$ cat src/hw/rtl/assert_macros.svh
// Assertion macros shared by the queue RTL; all are clocked on clk and disabled in reset.
`ifndef ASSERT_MACROS_SVH
`define ASSERT_MACROS_SVH

// Condition holds at every clock edge.
`define ASSERT_HOLDS(lbl, cond, msg) \
  lbl: assert property (@(posedge clk) disable iff (rst) (cond)) else $error(msg);

// Antecedent implies consequent in the same cycle.
`define ASSERT_IMPLIES(lbl, ante, cons, msg) \
  lbl: assert property (@(posedge clk) disable iff (rst) (ante) |-> (cons)) else $error(msg);

// Antecedent implies consequent in the next cycle.
`define ASSERT_NEXT(lbl, ante, cons, msg) \
  lbl: assert property (@(posedge clk) disable iff (rst) (ante) |=> (cons)) else $error(msg);

`endif

$ cat src/hw/rtl/aqr_pkg.sv
// Shared types, codes and constants for the linear queue with prefix reverse.
package aqr_pkg;

  localparam int unsigned DEFAULT_DEPTH = 16;
  localparam int unsigned KIND_W        = 2;
  localparam int unsigned VAL_W         = 32;
  localparam int unsigned CNT_W         = 5;
  localparam int unsigned STAT_W        = 2;
  localparam int unsigned OCC_W         = 5;

  localparam logic [KIND_W-1:0] KIND_ENQ = 2'd0;
  localparam logic [KIND_W-1:0] KIND_DEQ = 2'd1;
  localparam logic [KIND_W-1:0] KIND_REV = 2'd2;

  localparam logic [STAT_W-1:0] ST_OK        = 2'd0;
  localparam logic [STAT_W-1:0] ST_OVERFLOW  = 2'd1;
  localparam logic [STAT_W-1:0] ST_UNDERFLOW = 2'd2;
  localparam logic [STAT_W-1:0] ST_EMPTY     = 2'd3;

  typedef struct packed {
    logic [KIND_W-1:0]       kind;
    logic signed [VAL_W-1:0] value;
    logic [CNT_W-1:0]        count;
  } aqr_in_t;

  typedef struct packed {
    logic [STAT_W-1:0]       status;
    logic signed [VAL_W-1:0] removed_value;
    logic [OCC_W-1:0]        occupancy;
  } aqr_out_t;

  typedef enum logic [2:0] {
    S_IDLE,
    S_EXEC,
    S_DEQ,
    S_RD_LO,
    S_RD_HI,
    S_WR_LO,
    S_WR_HI,
    S_REPLY
  } aqr_state_t;

  // Commands from controller to datapath.
  typedef struct packed {
    logic latch;
    logic exec;
    logic deq_pop;
    logic rd_lo;
    logic rd_hi;
    logic wr_lo;
    logic wr_hi;
    logic load;
  } aqr_cmd_t;

  // Status from datapath to controller.
  typedef struct packed {
    logic [KIND_W-1:0] kind;
    logic              empty;
    logic              no_pairs;
    logic              last_pair;
  } aqr_stat_t;

endpackage

$ cat src/hw/rtl/array_queue_with_prefix_reverse.sv
// Linear array queue of DEPTH 32-bit words taking enqueue, dequeue and
// reverse-first-k command words, one result word per command. A command word
// passes through the execute and reply states; a successful dequeue adds a pop
// state, and a reverse with k clamped to the occupancy adds a read-low,
// read-high, write-low, write-high sequence for every swapped pair, since each
// pair costs two reads and two writes on the single read port and single write
// port of the slot memory. The result word is loaded into the result register
// from the reply state. A new command word is accepted only after the previous
// result has gone into the result register; that register lets the next command
// run while an earlier result waits to be taken, and the block stalls before
// loading its own result until it is.
module array_queue_with_prefix_reverse #(
  parameter int unsigned DEPTH = aqr_pkg::DEFAULT_DEPTH
) (
  input  logic              clk,
  input  logic              rst,
  input  logic              in_valid,
  output logic              in_ready,
  input  aqr_pkg::aqr_in_t  in_data,
  output logic              out_valid,
  input  logic              out_ready,
  output aqr_pkg::aqr_out_t out_data
);
  import aqr_pkg::*;

  aqr_cmd_t  cmd;
  aqr_stat_t stat;

  aqr_ctrl u_ctrl (
    .clk       (clk),
    .rst       (rst),
    .in_valid  (in_valid),
    .in_ready  (in_ready),
    .out_valid (out_valid),
    .out_ready (out_ready),
    .stat      (stat),
    .cmd       (cmd)
  );

  aqr_dpath #(
    .DEPTH (DEPTH)
  ) u_dpath (
    .clk      (clk),
    .rst      (rst),
    .in_data  (in_data),
    .cmd      (cmd),
    .stat     (stat),
    .out_data (out_data)
  );

endmodule

$ cat src/hw/rtl/aqr_ctrl.sv
// Controller state machine: sequences each command word through the datapath.
`include "assert_macros.svh"

module aqr_ctrl (
  input  logic             clk,
  input  logic             rst,
  input  logic             in_valid,
  output logic             in_ready,
  output logic             out_valid,
  input  logic             out_ready,
  input  aqr_pkg::aqr_stat_t stat,
  output aqr_pkg::aqr_cmd_t  cmd
);
  import aqr_pkg::*;

  aqr_state_t state, state_next;

  always_ff @(posedge clk) begin
    if (rst) begin
      state <= S_IDLE;
    end else begin
      state <= state_next;
    end
  end

  always_comb begin
    state_next = state;
    case (state)
      S_IDLE: begin
        if (in_valid) state_next = S_EXEC;
      end
      S_EXEC: begin
        case (stat.kind)
          KIND_DEQ: state_next = stat.empty ? S_REPLY : S_DEQ;
          KIND_REV: state_next = (stat.empty || stat.no_pairs) ? S_REPLY : S_RD_LO;
          default:  state_next = S_REPLY;
        endcase
      end
      S_DEQ:   state_next = S_REPLY;
      S_RD_LO: state_next = S_RD_HI;
      S_RD_HI: state_next = S_WR_LO;
      S_WR_LO: state_next = S_WR_HI;
      S_WR_HI: state_next = stat.last_pair ? S_REPLY : S_RD_LO;
      S_REPLY: begin
        if (!out_valid || out_ready) state_next = S_IDLE;
      end
      default: state_next = S_IDLE;
    endcase
  end

  always_comb begin
    cmd      = '0;
    in_ready = 1'b0;
    case (state)
      S_IDLE: begin
        // Hold off the input while reset is asserted.
        in_ready  = !rst;
        cmd.latch = in_valid && !rst;
      end
      S_EXEC:  cmd.exec    = 1'b1;
      S_DEQ:   cmd.deq_pop = 1'b1;
      S_RD_LO: cmd.rd_lo   = 1'b1;
      S_RD_HI: cmd.rd_hi   = 1'b1;
      S_WR_LO: cmd.wr_lo   = 1'b1;
      S_WR_HI: cmd.wr_hi   = 1'b1;
      S_REPLY: cmd.load    = !out_valid || out_ready;
      default: cmd         = '0;
    endcase
  end

  // Output word stays valid until taken.
  always_ff @(posedge clk) begin
    if (rst) begin
      out_valid <= 1'b0;
    end else if (cmd.load) begin
      out_valid <= 1'b1;
    end else if (out_ready) begin
      out_valid <= 1'b0;
    end
  end

  `ASSERT_IMPLIES(a_load_free, cmd.load, !out_valid || out_ready, "load over pending word")
  `ASSERT_NEXT(a_accept_exec, in_valid && in_ready, state == S_EXEC, "accepted word not executed")
  `ASSERT_NEXT(a_valid_src, !out_valid && !cmd.load, !out_valid, "out_valid rose without a load")

endmodule

$ cat src/hw/rtl/aqr_dpath.sv
// Datapath: slot memory, head/tail pointers, swap registers and the result register.
`include "assert_macros.svh"

module aqr_dpath #(
  parameter int unsigned DEPTH = aqr_pkg::DEFAULT_DEPTH
) (
  input  logic               clk,
  input  logic               rst,
  input  aqr_pkg::aqr_in_t   in_data,
  input  aqr_pkg::aqr_cmd_t  cmd,
  output aqr_pkg::aqr_stat_t stat,
  output aqr_pkg::aqr_out_t  out_data
);
  import aqr_pkg::*;

  localparam int unsigned IW = (DEPTH > 1) ? $clog2(DEPTH) : 1;
  localparam int unsigned OW = $clog2(DEPTH + 1);
  localparam int unsigned KW = (OW > CNT_W) ? OW : CNT_W;
  localparam logic [IW-1:0] LAST = IW'(DEPTH - 1);

  logic [VAL_W-1:0] slots [DEPTH];
  logic [VAL_W-1:0] rdata;

  logic [IW-1:0] head, tail;
  logic          is_empty;

  logic [KIND_W-1:0] cmd_kind;
  logic [VAL_W-1:0]  cmd_value;
  logic [CNT_W-1:0]  cmd_count;

  logic [IW-1:0]    lo, hi;
  logic [OW-1:0]    rem;
  logic [VAL_W-1:0] temp;

  logic [STAT_W-1:0] res_status;
  logic [VAL_W-1:0]  res_removed;

  logic [OW-1:0] occ;
  logic [KW-1:0] k_wide;
  logic [OW-1:0] k_occ;
  logic [OW-1:0] pairs;
  logic          enq_ok;

  logic             mem_we, mem_re;
  logic [IW-1:0]    mem_waddr, mem_raddr;
  logic [VAL_W-1:0] mem_wdata;

  assign occ    = is_empty ? '0 : OW'(tail) - OW'(head) + OW'(1);
  assign k_wide = (KW'(cmd_count) < KW'(occ)) ? KW'(cmd_count) : KW'(occ);
  assign k_occ  = OW'(k_wide);
  assign pairs  = k_occ >> 1;
  assign enq_ok = is_empty || (tail != LAST);

  assign stat.kind      = cmd_kind;
  assign stat.empty     = is_empty;
  assign stat.no_pairs  = (pairs == '0);
  assign stat.last_pair = (rem == OW'(1));

  always_comb begin
    mem_we    = 1'b0;
    mem_waddr = '0;
    mem_wdata = cmd_value;
    if (cmd.exec && cmd_kind == KIND_ENQ && enq_ok) begin
      mem_we    = 1'b1;
      mem_waddr = is_empty ? '0 : tail + IW'(1);
    end else if (cmd.wr_lo) begin
      mem_we    = 1'b1;
      mem_waddr = lo;
      mem_wdata = rdata;
    end else if (cmd.wr_hi) begin
      mem_we    = 1'b1;
      mem_waddr = hi;
      mem_wdata = temp;
    end
  end

  assign mem_re    = (cmd.exec && cmd_kind == KIND_DEQ) || cmd.rd_lo || cmd.rd_hi;
  assign mem_raddr = cmd.rd_lo ? lo : (cmd.rd_hi ? hi : head);

  always_ff @(posedge clk) begin
    if (mem_we) slots[mem_waddr] <= mem_wdata;
    if (mem_re) rdata <= slots[mem_raddr];
  end

  always_ff @(posedge clk) begin
    if (rst) begin
      head     <= '0;
      tail     <= '0;
      is_empty <= 1'b1;
    end else if (cmd.exec && cmd_kind == KIND_ENQ && enq_ok) begin
      if (is_empty) begin
        head     <= '0;
        tail     <= '0;
        is_empty <= 1'b0;
      end else begin
        tail <= tail + IW'(1);
      end
    end else if (cmd.deq_pop) begin
      // Drop the last element: both pointers return to slot zero.
      if (head == tail) begin
        head     <= '0;
        tail     <= '0;
        is_empty <= 1'b1;
      end else begin
        head <= head + IW'(1);
      end
    end
  end

  always_ff @(posedge clk) begin
    if (cmd.latch) begin
      cmd_kind  <= in_data.kind;
      cmd_value <= in_data.value;
      cmd_count <= in_data.count;
    end
    if (cmd.exec) begin
      res_removed <= '0;
      case (cmd_kind)
        KIND_ENQ: res_status <= enq_ok ? ST_OK : ST_OVERFLOW;
        KIND_DEQ: res_status <= is_empty ? ST_UNDERFLOW : ST_OK;
        KIND_REV: begin
          res_status <= is_empty ? ST_EMPTY : ST_OK;
          lo  <= head;
          hi  <= head + IW'(k_occ) - IW'(1);
          rem <= pairs;
        end
        default: res_status <= ST_OK;
      endcase
    end
    if (cmd.deq_pop) res_removed <= rdata;
    // Hold the low element while the high one is read.
    if (cmd.rd_hi) temp <= rdata;
    if (cmd.wr_hi) begin
      lo  <= lo + IW'(1);
      hi  <= hi - IW'(1);
      rem <= rem - OW'(1);
    end
    if (cmd.load) begin
      out_data.status        <= res_status;
      out_data.removed_value <= res_removed;
      out_data.occupancy     <= OCC_W'(occ);
    end
  end

  `ASSERT_IMPLIES(a_empty_ptrs, is_empty, head == '0 && tail == '0, "empty with moved pointers")
  `ASSERT_HOLDS(a_ptr_order, head <= tail, "head passed tail")
  `ASSERT_IMPLIES(a_swap_order, cmd.rd_lo, lo < hi && rem != '0, "swap pair out of order")

endmodule

$ cat config.mk
export PLATFORM = sky130hd
export DESIGN_NAME = array_queue_with_prefix_reverse
export DESIGN_NICKNAME = d
export VERILOG_FILES = /design/src/hw/rtl/aqr_pkg.sv /design/src/hw/rtl/array_queue_with_prefix_reverse.sv /design/src/hw/rtl/aqr_ctrl.sv /design/src/hw/rtl/aqr_dpath.sv
export VERILOG_INCLUDE_DIRS = /design/src /design/src/hw/rtl
export SDC_FILE = /design/constraint.sdc
export NUM_CORES = 1
export LEC_CHECK = 0
export BUFFER_PORTS_ARGS = -buffer_cell sky130_fd_sc_hd__buf_2
export CORE_MARGIN = 2
export CORE_UTILIZATION = 45
export DETAILED_ROUTE_END_ITERATION = 6
export PLACE_DENSITY_LB_ADDON = 0.25
export SETUP_SLACK_MARGIN = 0.15
export SLEW_MARGIN = 20
export SYNTH_ARGS = -nofsm -noshare
export SYNTH_HDL_FRONTEND = slang
export SYNTH_SLANG_ARGS = --single-unit
$ cat constraint.sdc
create_clock -name clk -period 5.41 [get_ports clk]
set_input_delay 0.8115 -clock clk [delete_from_list [all_inputs] [get_ports clk]]
set_output_delay 0.8115 -clock clk [all_outputs]
set_load 0.02 [all_outputs]
* Word level (Yosys, flattened, before mapping)
Memory sizes are Yosys's and may differ from the RTL's. A register that Yosys moved wholly into a read port is not among the register bits.
Cells that the tools add are included.
** Operators by class
- $add $sub $neg :: 9
- $lt $le $gt $ge :: 1
- Eq/ne operators :: 15
- Multiplexer cells :: 59
- Reduce and logical (&&, ||, !) cells :: 24
** Operators by type and width (number)
- $mux W32 :: 5
- $mux W4 :: 19
- $mux W5 :: 5
- $pmux W3 S8 :: 1
- $mux W1 :: 20
- $mux W3 :: 5
- $add A4 B1 Y4 const B :: 3
- $eq A3 B3 Y1 const B :: 4
- $reduce_bool A2 Y1 :: 6
- $reduce_and A2 Y1 :: 4
- $sub A4 B1 Y4 const B :: 2
- $eq A3 B2 Y1 const B :: 2
- $pmux W2 S3 :: 1
- $pmux W3 S2 :: 1
- $add A5 B1 Y5 const B :: 1
- $eq A5 B1 Y1 const B :: 1
- $logic_not A5 Y1 :: 1
- $logic_or A1 B1 Y1 :: 5
- $lt A5 B5 Y1 :: 1
- $sub A4 B4 Y5 :: 1
- $sub A5 B1 Y5 const B :: 1
- $add A4 B4 Y4 :: 1
- $eq A4 B4 Y1 :: 1
- $logic_and A1 B1 Y1 :: 4
- other kinds (10) :: 13
** Word-level totals
- Bits in registers :: 170
- RAM bits :: 512
- Input port bits :: 43
- Output and inout port bits :: 41
- Logic and storage cells :: 126
- Memories kept :: 1
** Memories
- u_dpath.slots :: depth 16, bits a word 32, rd ports 1, clocked after Yosys merged registers in 1, wr ports 1, RTL line aqr_dpath.sv:21 : logic [VAL_W-1:0] slots [DEPTH];

* Logic depth before layout (Yosys ltp)
Gate-level depths: netlist of the first run.
- Depth after elaboration :: 10
- Gate-level depth with buffers :: 22
- Gate-level depth less buffers :: 21

* Hierarchy
A second synthesis of the first run with hierarchy kept.
** Second synthesis, totals
- Cells, all modules :: 2521
- Area total of the unflattened synthesis :: 32524.9 µm²
** By module, submodules not included
- aqr_dpath :: instances 1, cells each 2484, area each 32205.9 µm², seq. area each 21230.4 µm²
- aqr_ctrl :: instances 1, cells each 37, area each 319.1 µm², seq. area each 80.1 µm²

* Worst setup path before layout of the first run
Ideal clock, no wire load.
- Kind :: flip-flop to flip-flop
- Start point :: register u_dpath.tail[1]
- End point :: register u_dpath.hi[3] (data pin)
- Setup time :: 0.270 ns
- Arrival time :: 4.130 ns
- Required time :: 5.140 ns
- Path slack :: 1.010 ns
- Stages on the path, launching flop included :: 23
- Path buffers :: 1
- Period minus slack after synthesis :: 4.400 ns
- Cells stage by stage :: dfxtp_1 -> inv_1 -> ha_1 -> inv_1 -> ha_1 -> fa_1 -> xnor2_1 -> nor2_1 -> inv_1 -> ha_1 -> a41oi_2 -> nand2_2 -> a21o_1 -> buf_6 -> mux2i_1 -> ha_1 -> inv_1 -> ha_1 -> fa_1 -> xnor2_1 -> xnor2_1 -> xnor2_1 -> a21oi_1
** On the way
- Cells in the longest elaborated chain, start to end :: 10
** RTL lines
- start: declaration :: RTL line aqr_dpath.sv:24 : logic [IW-1:0] head, tail;
- start signal: assignment :: RTL line aqr_dpath.sv:96 : tail <= tail + IW'(1);
- $sub A4 B4 Y5 * :: RTL line aqr_dpath.sv:48 : assign occ = is_empty ? '0 : OW'(tail) - OW'(head) + OW'(1);
- $add A5 B1 Y5 * :: RTL line aqr_dpath.sv:48
- $mux W5 * :: RTL line aqr_dpath.sv:48
- net u_dpath.occ[3] :: RTL line aqr_dpath.sv:38 : logic [OW-1:0] occ;
- $lt A5 B5 Y1 :: RTL line aqr_dpath.sv:49 : assign k_wide = (KW'(cmd_count) < KW'(occ)) ? KW'(cmd_count) : KW'(occ);
- $mux W5 * :: RTL line aqr_dpath.sv:49
- $add A4 B4 Y4 * :: RTL line aqr_dpath.sv:124 : hi <= head + IW'(k_occ) - IW'(1);
- $sub A4 B1 Y4 * :: RTL line aqr_dpath.sv:124
- $mux W4 * :: RTL line aqr_dpath.sv:118 : case (cmd_kind)
- $mux W4 * :: RTL line aqr_dpath.sv:116 : if (cmd.exec) begin
- $mux W4 * :: RTL line aqr_dpath.sv:133 : if (cmd.wr_hi) begin
- end signal: assignment :: RTL line aqr_dpath.sv:124
- end signal: assignment :: RTL line aqr_dpath.sv:135 : hi <= hi - IW'(1);
- end: declaration :: RTL line aqr_dpath.sv:31 : logic [IW-1:0] lo, hi;
Mark *: on every way through the listed nets, which the timed path passes. The rest lies on a longest branch. The select of a mux whose other input is x is not followed.
A chain may end at the register's enable or synchronous reset.

* Final worst setup path of the first run
- Start point :: register u_dpath.head[0]
- End point :: register u_dpath.hi[3] (data pin)
** On the way
- Cells in the longest elaborated chain, start to end :: 10
** RTL lines
- start: declaration :: RTL line aqr_dpath.sv:24
- start signal: assignment :: RTL line aqr_dpath.sv:105 : head <= head + IW'(1);
- $sub A4 B4 Y5 * :: RTL line aqr_dpath.sv:48
- $add A5 B1 Y5 * :: RTL line aqr_dpath.sv:48
- $mux W5 * :: RTL line aqr_dpath.sv:48
- net u_dpath.occ[3] :: RTL line aqr_dpath.sv:38
- $lt A5 B5 Y1 :: RTL line aqr_dpath.sv:49
- $mux W5 * :: RTL line aqr_dpath.sv:49
- $add A4 B4 Y4 * :: RTL line aqr_dpath.sv:124
- $sub A4 B1 Y4 * :: RTL line aqr_dpath.sv:124
- $mux W4 * :: RTL line aqr_dpath.sv:118
- $mux W4 * :: RTL line aqr_dpath.sv:116
- $mux W4 * :: RTL line aqr_dpath.sv:133
Marks and branches as above.

==> metrics.md, run 1 <==
| Metric | Value |
|---|---|
| First-pass GRT wire length | 94800 µm |
| Synthesized Nets | 1766 |
| Top routing layer in use | met4 |
| Hold Vio Cnt, Final | 0 |
| Achievable Freq | 209 MHz |
| Antenna Violating Nets Remaining | 0 |
| IO buf count | 83 |
| Placed Cells | 2580 |
| # clock sinks | 714 |
| Chip Height | 258 µm |
| Pins Over Slew Limit | 0 |
| Synth Area in Simple Gates | 3.91% |
| Tmin final | 4.78 ns |
| Share of layout cells above drive strength 1 | 16.2% |
| Critical Path Max Stage Delay | 0.47 ns |
| HP Start | in_data[27] |
| Max-cap violations | 0 |
| Reg2reg end | u_dpath.hi[3] |
| Multiplexer share of the synthesized area | 14.1% |
| Routability cong. | 0.829 |
| Critical Path RT | 5.72 ns |
| DRT iter0 DRCs | 1379 |
| RSZ-0062 raised after global routing | no |
| Crit path capture type | register |
| Remaining Overflow, GRT | 0 |
| Top cell type's share of synthesized area | 72.4% |
| Largest net degree at the start of global routing | 95 |
| Most used cell along the critical path | ha_1 |
| Critical Path Slowest Stage Cell | dfxtp_1 |
| CP Max Fanout | 7 |
| Clock buffer depth | 3 |
| Routed wire length per instance | 23.1 µm |
| Number of global-route vias before repair | 15200 |
| Postcts setup bufs | 0 |
| DR WL met3 | 3250 µm |
| Slew @ Worst Pin | 1.03 ns |
| Worst Setup Start Kind | register |
| EDFF count, synth | 701 |
| Synthesized area | 29100 µm² |
| WL final | 62700 µm |
| Yosys Warn Count | 0 |
| Gate Count Post-Synth | 1692 |
| Post-DP HPWL | 35600 µm |
| Hold path depth | 1 |
| Crit path kind | reg2reg |
| Via Count | 15100 |
| XOR/XNOR Fraction of Synth Area | 0.482% |
| Synth top cells by count | edfxtp_1, mux2i_1, nand2_1 |
| Metal2 WL | 29700 µm |
| Worst path arrival time | 5.10 ns |
| Hold_buf cts | 0 |
| Hold worst-path end | u_dpath.cmd_value[22] |
| Synth area leader | edfxtp_1 |
| TritonCTS clock tree | yes |
| Die Wd | 258 µm |
| Reg2reg start | u_dpath.head[0] |
| Final setup fails | 0 |
| Clock Skew | 0.0206 ns |
| R2R cell count | 20 |
| Post_cts resized | 0 |
| Overall die area | 66600 µm² |
| Synthesized area per cell | 17.2 µm² |
| CTS buffer count | 73 |
| Top cells by area, synth | edfxtp_1, mux2i_1, a22o_1, ha_1, mux2_2 |
| Compound-cell area share of the yosys netlist | 4.89% |
| Most common cell in the netlist | edfxtp_1 |
| Metal-1 WL | 28500 µm |
| Fin Hold WS | 0.378 ns |
| Ys flop type | edfxtp_1 |
| Status | finished, final reports clean |
| GRT Overall Usage | 18.9% |
| Worst VDD drop | 0.328 mV |
| Worst skew pair latency | 0.61 ns |
| Root Driver | clkbuf_16 |
| Post-synthesis adder-cell area fraction | 1.39% |
| NumNets Final | 1874 |
| Core Region | 64100 µm² |
| Worst-path clk slew | 0.06 ns |
| Asr flop ratio synth | 0% |
| # rows | 93 |
| Via density | 5.55 |
| Flop2flop setup slack | 0.63 ns |
| Non-filler cells, final | 2716 |
| Num ports | 84 |
| H-Tree Level Count | 3 |
| LEAKAGE | 10.5 nW |
| Crit path cell chain | inv_1 > ha_1 > ha_1 > fa_1 > xnor2_1 > nor2_1 > inv_1 > ha_1 > a41oi_2 > nand2_2 > a21o_1 > mux2i_1 > ha_1 > inv_1 > ha_1 > fa_1 > xnor2_1 > xnor2_1 > xnor2_1 > a21oi_1 |
| Antenna violations before repair | 0 |
| Final Cycle Share | 88.4% |
| Drt pass-1 iters | 5 |
| Cell variety after synth | 51 |
| Area growth, synth to finish | 14.3% |
| Sequential fraction of the synthesis area | 73.3% |
| Initial Utilization | 45.3% |
| Largest family of logic cells by synthesized area | multiplexers |
| Pwr/cell area | 510 nW/µm² |
| Worst slew margin | 30.1% |
| Hold crit path type | in2reg |
| Setup TNS | 0 ns |
| Remaining DRCs | 0 |
| Flop and latch count out of synthesis | 714 |
==> power by group <==
| part | leakage, nW | total [mW] | switching (mW) | internal (mW) |
|---|---|---|---|---|
| clock network | 1.20 | 5.13 | 2.05 | 3.08 |
| registers | 6.46 | 7.40 | 0.257 | 7.14 |
| logic | 2.81 | 4.42 | 2.77 | 1.65 |
==> layer usage <==
metal	vias to the layer above	GRT usage (%)
li1	6845	-
met1	7731	26.7
met2	393	30.1
met3	96	3.33
met4	0	5.39
met5	-	0
==> critical path, delay by kind of cell (launching register included) <==
kind / cells / cell delay (ns)
muxes: 1 / 0.17
adders and majority gates: 7 / 2.09
AOI/OAI and AO/OA: 3 / 0.61
xor gates and xnor gates: 4 / 0.67
and+or+nand+nor: 2 / 0.29
buffers and inverters: 3 / 0.22
DFF: 1 / 0.47
==> how the worst max path moves through the flow <==
stage | startpoint | endpoint | slack [ns] | depth (start not counted)
floorplan | u_dpath.tail[1] | u_dpath.hi[3] | 1.01 | 22
global placement | u_dpath.tail[1] | u_dpath.hi[3] | 0.78 | 21
detailed placement | u_dpath.head[0] | u_dpath.hi[3] | 0.64 | 20
CTS | u_dpath.head[0] | u_dpath.hi[3] | 0.64 | 20
global route | u_dpath.tail[1] | u_dpath.hi[3] | 0.32 | 21
finish | u_dpath.head[0] | u_dpath.hi[3] | 0.63 | 20
==> registers in the layout (all words and copies together) (netlist names) <==
register and count:
u_ctrl.out_valid 1, u_ctrl.state 3, u_dpath.cmd_count 5, u_dpath.cmd_kind 2
u_dpath.cmd_value 32, u_dpath.head 4, u_dpath.hi 4, u_dpath.is_empty 1
u_dpath.lo 4, u_dpath.out_data 39, u_dpath.rdata 32, u_dpath.rem 5
u_dpath.res_removed 32, u_dpath.res_status 2, u_dpath.slots 512, u_dpath.tail 4
u_dpath.temp 32
==> area by class of cell <==
class	instances	area (µm²)
diodes	2	5.00
clock buffers	93	1990
clock inverters	41	455
fillers	5155	30900
inverters	27	101
multi-input cells	855	7400
flip-flops and latches	714	21300
well taps	855	1070
repair buffers	129	886
==> kinds of logic (layout without fill, tap and decap cells) <==
| logic type | after synthesis | count (layout) |
|---|---|---|
| xor+xnor | 16 | 16 |
| buf+inv | 123 | 290 |
| compound gates | 183 | 183 |
| other cells | 0 | 2 |
| flops | 714 | 714 |
| fa+ha+maj | 31 | 31 |
| simple gates | 221 | 221 |
| mux | 404 | 404 |
==> placed cells by master, fill, tap and decap left out, types with 10 or more instances in the layout <==
master     instances
edfxtp_1         701
mux2i_1          370
buf_2             83
clkbuf_16         77
nand2_1           66
a22o_1            65
buf_4             36
nor2_1            35
nand3b_1          34
and2_1            34
mux2_2            32
o211ai_1          32
o2111ai_1         31
ha_1              28
inv_1             27
nor2_4            17
a21oi_1           16
o21ai_0           16
clkbuf_1          16
clkinv_2          16
dfxtp_1           12
clkinv_1          11
bufinv_16         10
buf_12            10
==> metrics by stage <==
| step | util, % | setup WS [ns] | power, mW | instance area, µm² |
|---|---|---|---|---|
| CTS | 51.8 | 0.643 | 17.1 | 33200 |
| detailed placement | 48.0 | 0.638 | 12.0 | 30800 |
| global route | 51.8 | 0.322 | 17.7 | 33200 |
| floorplan | - | 1.01 | 10.6 | 29100 |
| finish | 51.8 | 0.626 | 17.0 | 33200 |
| global placement | 48.0 | 0.783 | 11.9 | 30800 |
Power figures use the tool's default switching activity.
==> inputs of run 2 (changes only) <==
Settings changed: CORE_UTILIZATION 45 to 35.
==> metrics.md, run 2 (synthesis results as in run 1) <==
| Metric | Value |
|---|---|
| Worst skew pair latency | 0.62 ns |
| Net Sw Power | 5.13 mW |
| Critical path destination | u_dpath.hi[3] |
| # clock sinks | 714 |
| Reg2reg start | u_dpath.head[0] |
| Top flop regs | u_dpath.slots (512), u_dpath.out_data (39) |
| Remaining DRCs | 0 |
| Worst slew margin | 36.8% |
| Final setup fails | 0 |
| Commonest non-fill, non-tap cell in the layout | edfxtp_1 |
| H-Tree Level Count | 3 |
| Max-cap violations | 0 |
| Drt pass-1 iters | 5 |
| TritonCTS clock tree | yes |
| Initial Utilization | 35.4% |
| Post-DP HPWL | 36000 µm |
| Antenna Violating Nets Remaining | 0 |
| Largest net degree at the start of global routing | 121 |
| Setup TNS | 0 ns |
| Achievable Freq | 207 MHz |
| Crit path kind | reg2reg |
| Clock share of power | 29.0% |
| Worst-path clk slew | 0.06 ns |
| Combinational share of power | 26.2% |
| Routed wire length per instance | 22.7 µm |
| Die Wd | 292 µm |
| Clock Skew | 0.0214 ns |
| Sequential Power Share | 44.8% |
| Routability cong. | 0.803 |
| Critical Path RT | 5.74 ns |
| Most frequent cells in the layout | edfxtp_1, mux2i_1, buf_2, clkbuf_16, nand2_1 |
| Tmin final | 4.84 ns |
| Crit path launch | u_dpath.head[0] |
| Overall die area | 85400 µm² |
| Final Util | 40.5% |
| Reg2reg end | u_dpath.hi[3] |
| Fin area | 33200 µm² |
| Clock buffer depth | 3 |
| DRT iter0 DRCs | 828 |
| Sw Share | 30.9% |
| Hold Vio Cnt, Final | 0 |
| Area growth, synth to finish | 14.3% |
| HP Start | in_data[15] |
| LEAKAGE | 10.3 nW |
| Core Region | 82100 µm² |
| Final Cycle Share | 89.5% |
| Flop2flop setup slack | 0.57 ns |
| Worst Setup Start Kind | register |
| Worst path arrival time | 5.17 ns |
| Biggest register | u_dpath.slots |
| Postcts setup bufs | 0 |
| Status | finished, final reports clean |
| IO buf count | 83 |
| CTS buffer count | 74 |
| Remaining Overflow, GRT | 0 |
| Pwr/cell area | 500 nW/µm² |
| CP Max Fanout | 7 |
| RSZ-0062 raised after global routing | no |
| Crit path capture type | register |
| Post_cts resized | 0 |
| Num ports | 84 |
| Slew @ Worst Pin | 0.946 ns |
| GRT Overall Usage | 15.4% |
| First-pass GRT wire length | 97800 µm |
| Number of global-route vias before repair | 15100 |
| Via Count | 14800 |
| Via density | 5.08 |
| Dpl cell area | 31000 µm² |
| Root Driver | clkbuf_16 |
| WL final | 66200 µm |
| Pins Over Slew Limit | 0 |
| Worst VDD drop | 0.447 mV |
| Share of layout cells above drive strength 1 | 15.0% |
| Max FFs per register | 512 |
| Hold crit path type | in2reg |
| # rows | 105 |
| P_int | 11.5 mW |
| Chip Height | 292 µm |
| NumNets Final | 1865 |
| R2R cell count | 20 |
| Hold_buf cts | 0 |
| Antenna violations before repair | 1 |
## run 2: changes by cell type in the layout (fill, tap and decap cells not counted), sizes merged, moves of 2 or more
| cell | change |
|---|---|
| clkbuf | +5 |
| bufinv | -7 |
| clkinv | -2 |
| buf | -10 |
## run 2: through the flow
stage / power [mW] / std cells / hold WS [ns] / setup WS, ns
after global placement: 11.9 / 2785 / 0.403 / 0.767
after detailed placement: 12.0 / 2785 / 0.405 / 0.571
final: 16.6 / 2918 / 0.367 / 0.568
after global routing: 17.4 / 2917 / 0.331 / 0.284
after floorplan: 10.6 / 1692 / 0.400 / 1.01
after CTS: 16.8 / 2917 / 0.332 / 0.580
## run 2: worst max-delay path: stages (launching register included)
cell     delay, ns
dfxtp_1       0.47
inv_1         0.11
ha_1          0.20
ha_1          0.23
fa_1          0.41
xnor2_1       0.34
nor2_1        0.12
inv_1         0.09
ha_1          0.25
a41oi_2       0.24
nand2_2       0.09
a21o_1        0.27
mux2i_1       0.18
ha_1          0.30
inv_1         0.04
ha_1          0.19
fa_1          0.44
xnor2_1       0.20
xnor2_1       0.16
xnor2_1       0.14
a21oi_1       0.09
## run 2: worst min-delay path by stage
stage,end,slack [ns],cells after the start
2_1_floorplan,u_dpath.out_data[10],0.40,0
3_3_place_gp,u_dpath.out_data[5],0.40,0
3_5_place_dp,u_dpath.out_data[20],0.40,0
4_1_cts,u_dpath.cmd_value[10],0.33,1
5_1_grt,u_dpath.cmd_value[10],0.33,1
6_report,u_dpath.cmd_value[10],0.37,1
## run 2: layer usage
layer | track usage (%) | routed length [µm]
met1 | 21.3 | 30500
met2 | 25.0 | 31300
met3 | 2.60 | 2850
met4 | 4.24 | 1420
met5 | 0 | 0
## run 2: area by class of cell
cell class | instances | area, µm²
flip-flops and latches | 714 | 21300
fillers | 7402 | 48900
repair buffers | 119 | 823
well taps | 1070 | 1340
clock buffers | 98 | 1980
inverters | 27 | 101
clock inverters | 34 | 267
multi-input cells | 855 | 7400
diodes | 1 | 2.50
## run 2: power by group through the flow
stage | clock network [mW] | registers, mW | logic (mW)
3_3_place_gp | 0 | 7.54 | 4.35
4_1_cts | 4.94 | 7.44 | 4.42
2_1_floorplan | 0 | 7.40 | 3.16
6_report | 4.82 | 7.45 | 4.36
5_1_grt | 5.15 | 7.49 | 4.72
3_5_place_dp | 0 | 7.54 | 4.41
==> inputs of run 3 (changes only) <==
Settings changed: PLACE_DENSITY_LB_ADDON 0.25 to unset.
==> metrics.md, run 3 (synthesis results as in run 1) <==
| Metric | Value |
|---|---|
| R2R cell count | 20 |
| IO buf count | 83 |
| DP Worst Slack | 0.623 ns |
| Die Wd | 292 µm |
| Via Count | 14800 |
| Number of diodes | 0 |
| Core Region | 82100 µm² |
| Post-DP HPWL | 36100 µm |
| Critical Path Max Stage Delay | 0.47 ns |
| Routed wire length per instance | 21.8 µm |
| HP Start | in_data[27] |
| NumNets Final | 1868 |
| Remaining DRCs | 0 |
| H-Tree Level Count | 3 |
| Fin area | 33300 µm² |
| Worst-path clk slew | 0.06 ns |
| Post_cts resized | 0 |
| # rows | 105 |
| Hold path depth | 1 |
| Achievable Freq | 208 MHz |
| LEAKAGE | 10.4 nW |
| Critical Path RT | 5.73 ns |
| Tmin final | 4.82 ns |
| Status | finished, final reports clean |
| Area growth, synth to finish | 14.7% |
| Overall die area | 85400 µm² |
| Crit path kind | reg2reg |
| Most used cell along the critical path | ha_1 |
| Clock Skew | 0.0155 ns |
| Flop2flop setup slack | 0.59 ns |
| Slew @ Worst Pin | 1.07 ns |
| Routability cong. | 0.782 |
| Pwr/cell area | 504 nW/µm² |
| Pins Over Slew Limit | 0 |
| CP Max Fanout | 7 |
| Crit path capture type | register |
| Clock buffer depth | 3 |
| Sum of buffers and inverters on the critical path | 3 |
| Critical Path Slowest Stage Cell | dfxtp_1 |
| GRT Overall Usage | 14.9% |
| Setup TNS | 0 ns |
| Dpl cell area | 31000 µm² |
| Worst path arrival time | 5.13 ns |
| Commonest non-fill, non-tap cell in the layout | edfxtp_1 |
| Reg2reg start | u_dpath.head[0] |
| Metal-1 WL | 28600 µm |
| DRT iter0 DRCs | 1223 |
| WL final | 63600 µm |
| Biggest register | u_dpath.slots |
| Remaining Overflow, GRT | 0 |
| Hold_buf cts | 0 |
| # clock sinks | 714 |
| Number of global-route vias before repair | 15300 |
| Hold Vio Cnt, Final | 0 |
| Most frequent cells in the layout | edfxtp_1, mux2i_1, buf_2, clkbuf_16, nand2_1 |
| Share of layout cells above drive strength 1 | 15.6% |
| First-pass GRT wire length | 95600 µm |
| Top flop regs | u_dpath.slots (512), u_dpath.out_data (39) |
| Worst skew pair latency | 0.60 ns |
| Worst slew margin | 28.3% |
| Worst Setup Start Kind | register |
| Antenna violations before repair | 2 |
| Crit path cell chain | inv_1 > ha_1 > ha_1 > fa_1 > xnor2_1 > nor2_1 > inv_1 > ha_1 > a41oi_2 > nand2_2 > a21o_1 > mux2i_1 > ha_1 > inv_1 > ha_1 > fa_1 > xnor2_1 > xnor2_1 > xnor2_1 > a21oi_1 |
| Final Worst Setup Slack | 0.592 ns |
| Largest net degree at the start of global routing | 95 |
| DR WL met3 | 2760 µm |
| Top routing layer in use | met5 |
| Postcts setup bufs | 0 |
| Drt pass-1 iters | 5 |
| Reg2reg end | u_dpath.hi[3] |
| RSZ-0062 raised after global routing | no |
| Fin Hold WS | 0.383 ns |
| Num ports | 84 |
| Initial Utilization | 35.4% |
| Antenna Violating Nets Remaining | 0 |
| Chip Height | 292 µm |
| Hold crit path type | in2reg |
| Root Driver | clkbuf_16 |
| Hold worst-path end | u_dpath.cmd_value[22] |
| Via density | 5.08 |
| Max-cap violations | 0 |
| CTS buffer count | 72 |
| Max FFs per register | 512 |
| TritonCTS clock tree | yes |
| Final Cycle Share | 89.1% |
| Metal2 WL | 31000 µm |
| Final Util | 40.6% |
| Final setup fails | 0 |
| Worst VDD drop | 0.372 mV |
| Family with the most delay on the worst path | adder cells |
run 3: area by class of cell:
type	instances	area, µm²
multi-input cells	855	7400
clock inverters	32	410
fillers	7283	48800
inverters	27	101
clock buffers	96	1930
well taps	1070	1340
flip-flops and latches	714	21300
repair buffers	124	823
run 3: routing by layer:
metal | global-route usage [%] | up-vias
li1 | - | 6821
met1 | 20.0 | 7582
met2 | 24.9 | 325
met4 | 3.83 | 2
met5 | 0 | -
met3 | 2.76 | 93
run 3: worst reg2reg max path, cell delays in order (launching register included):
cell and delay (ns):
dfxtp_1 0.47, inv_1 0.12, ha_1 0.20, ha_1 0.23, fa_1 0.41, xnor2_1 0.17
nor2_1 0.18, inv_1 0.07, ha_1 0.33, a41oi_2 0.26, nand2_2 0.08, a21o_1 0.26
mux2i_1 0.17, ha_1 0.29, inv_1 0.04, ha_1 0.19, fa_1 0.44, xnor2_1 0.21
xnor2_1 0.17, xnor2_1 0.15, a21oi_1 0.09
run 3: stage by stage:
step / total power, mW / std cells
after CTS: 17.0 / 2918
final: 16.8 / 2918
after global placement: 11.9 / 2790
after floorplan: 10.6 / 1692
after global routing: 17.6 / 2918
after detailed placement: 12.0 / 2790
run 3: power by group:
part           switching, mW  internal, mW
Clock                   2.03          2.95
Sequential             0.273          7.14
Combinational           2.75          1.65
Total                   5.05          11.7
run 3: worst max path at each step:
| stage | depth (start not counted) | end | start |
|---|---|---|---|
| after floorplan | 22 | u_dpath.hi[3] | u_dpath.tail[1] |
| after global placement | 21 | u_dpath.hi[3] | u_dpath.tail[1] |
| after detailed placement | 20 | u_dpath.hi[3] | u_dpath.head[0] |
| after CTS | 20 | u_dpath.hi[3] | u_dpath.head[0] |
| after global routing | 20 | u_dpath.hi[3] | u_dpath.head[0] |
| final | 20 | u_dpath.hi[3] | u_dpath.head[0] |
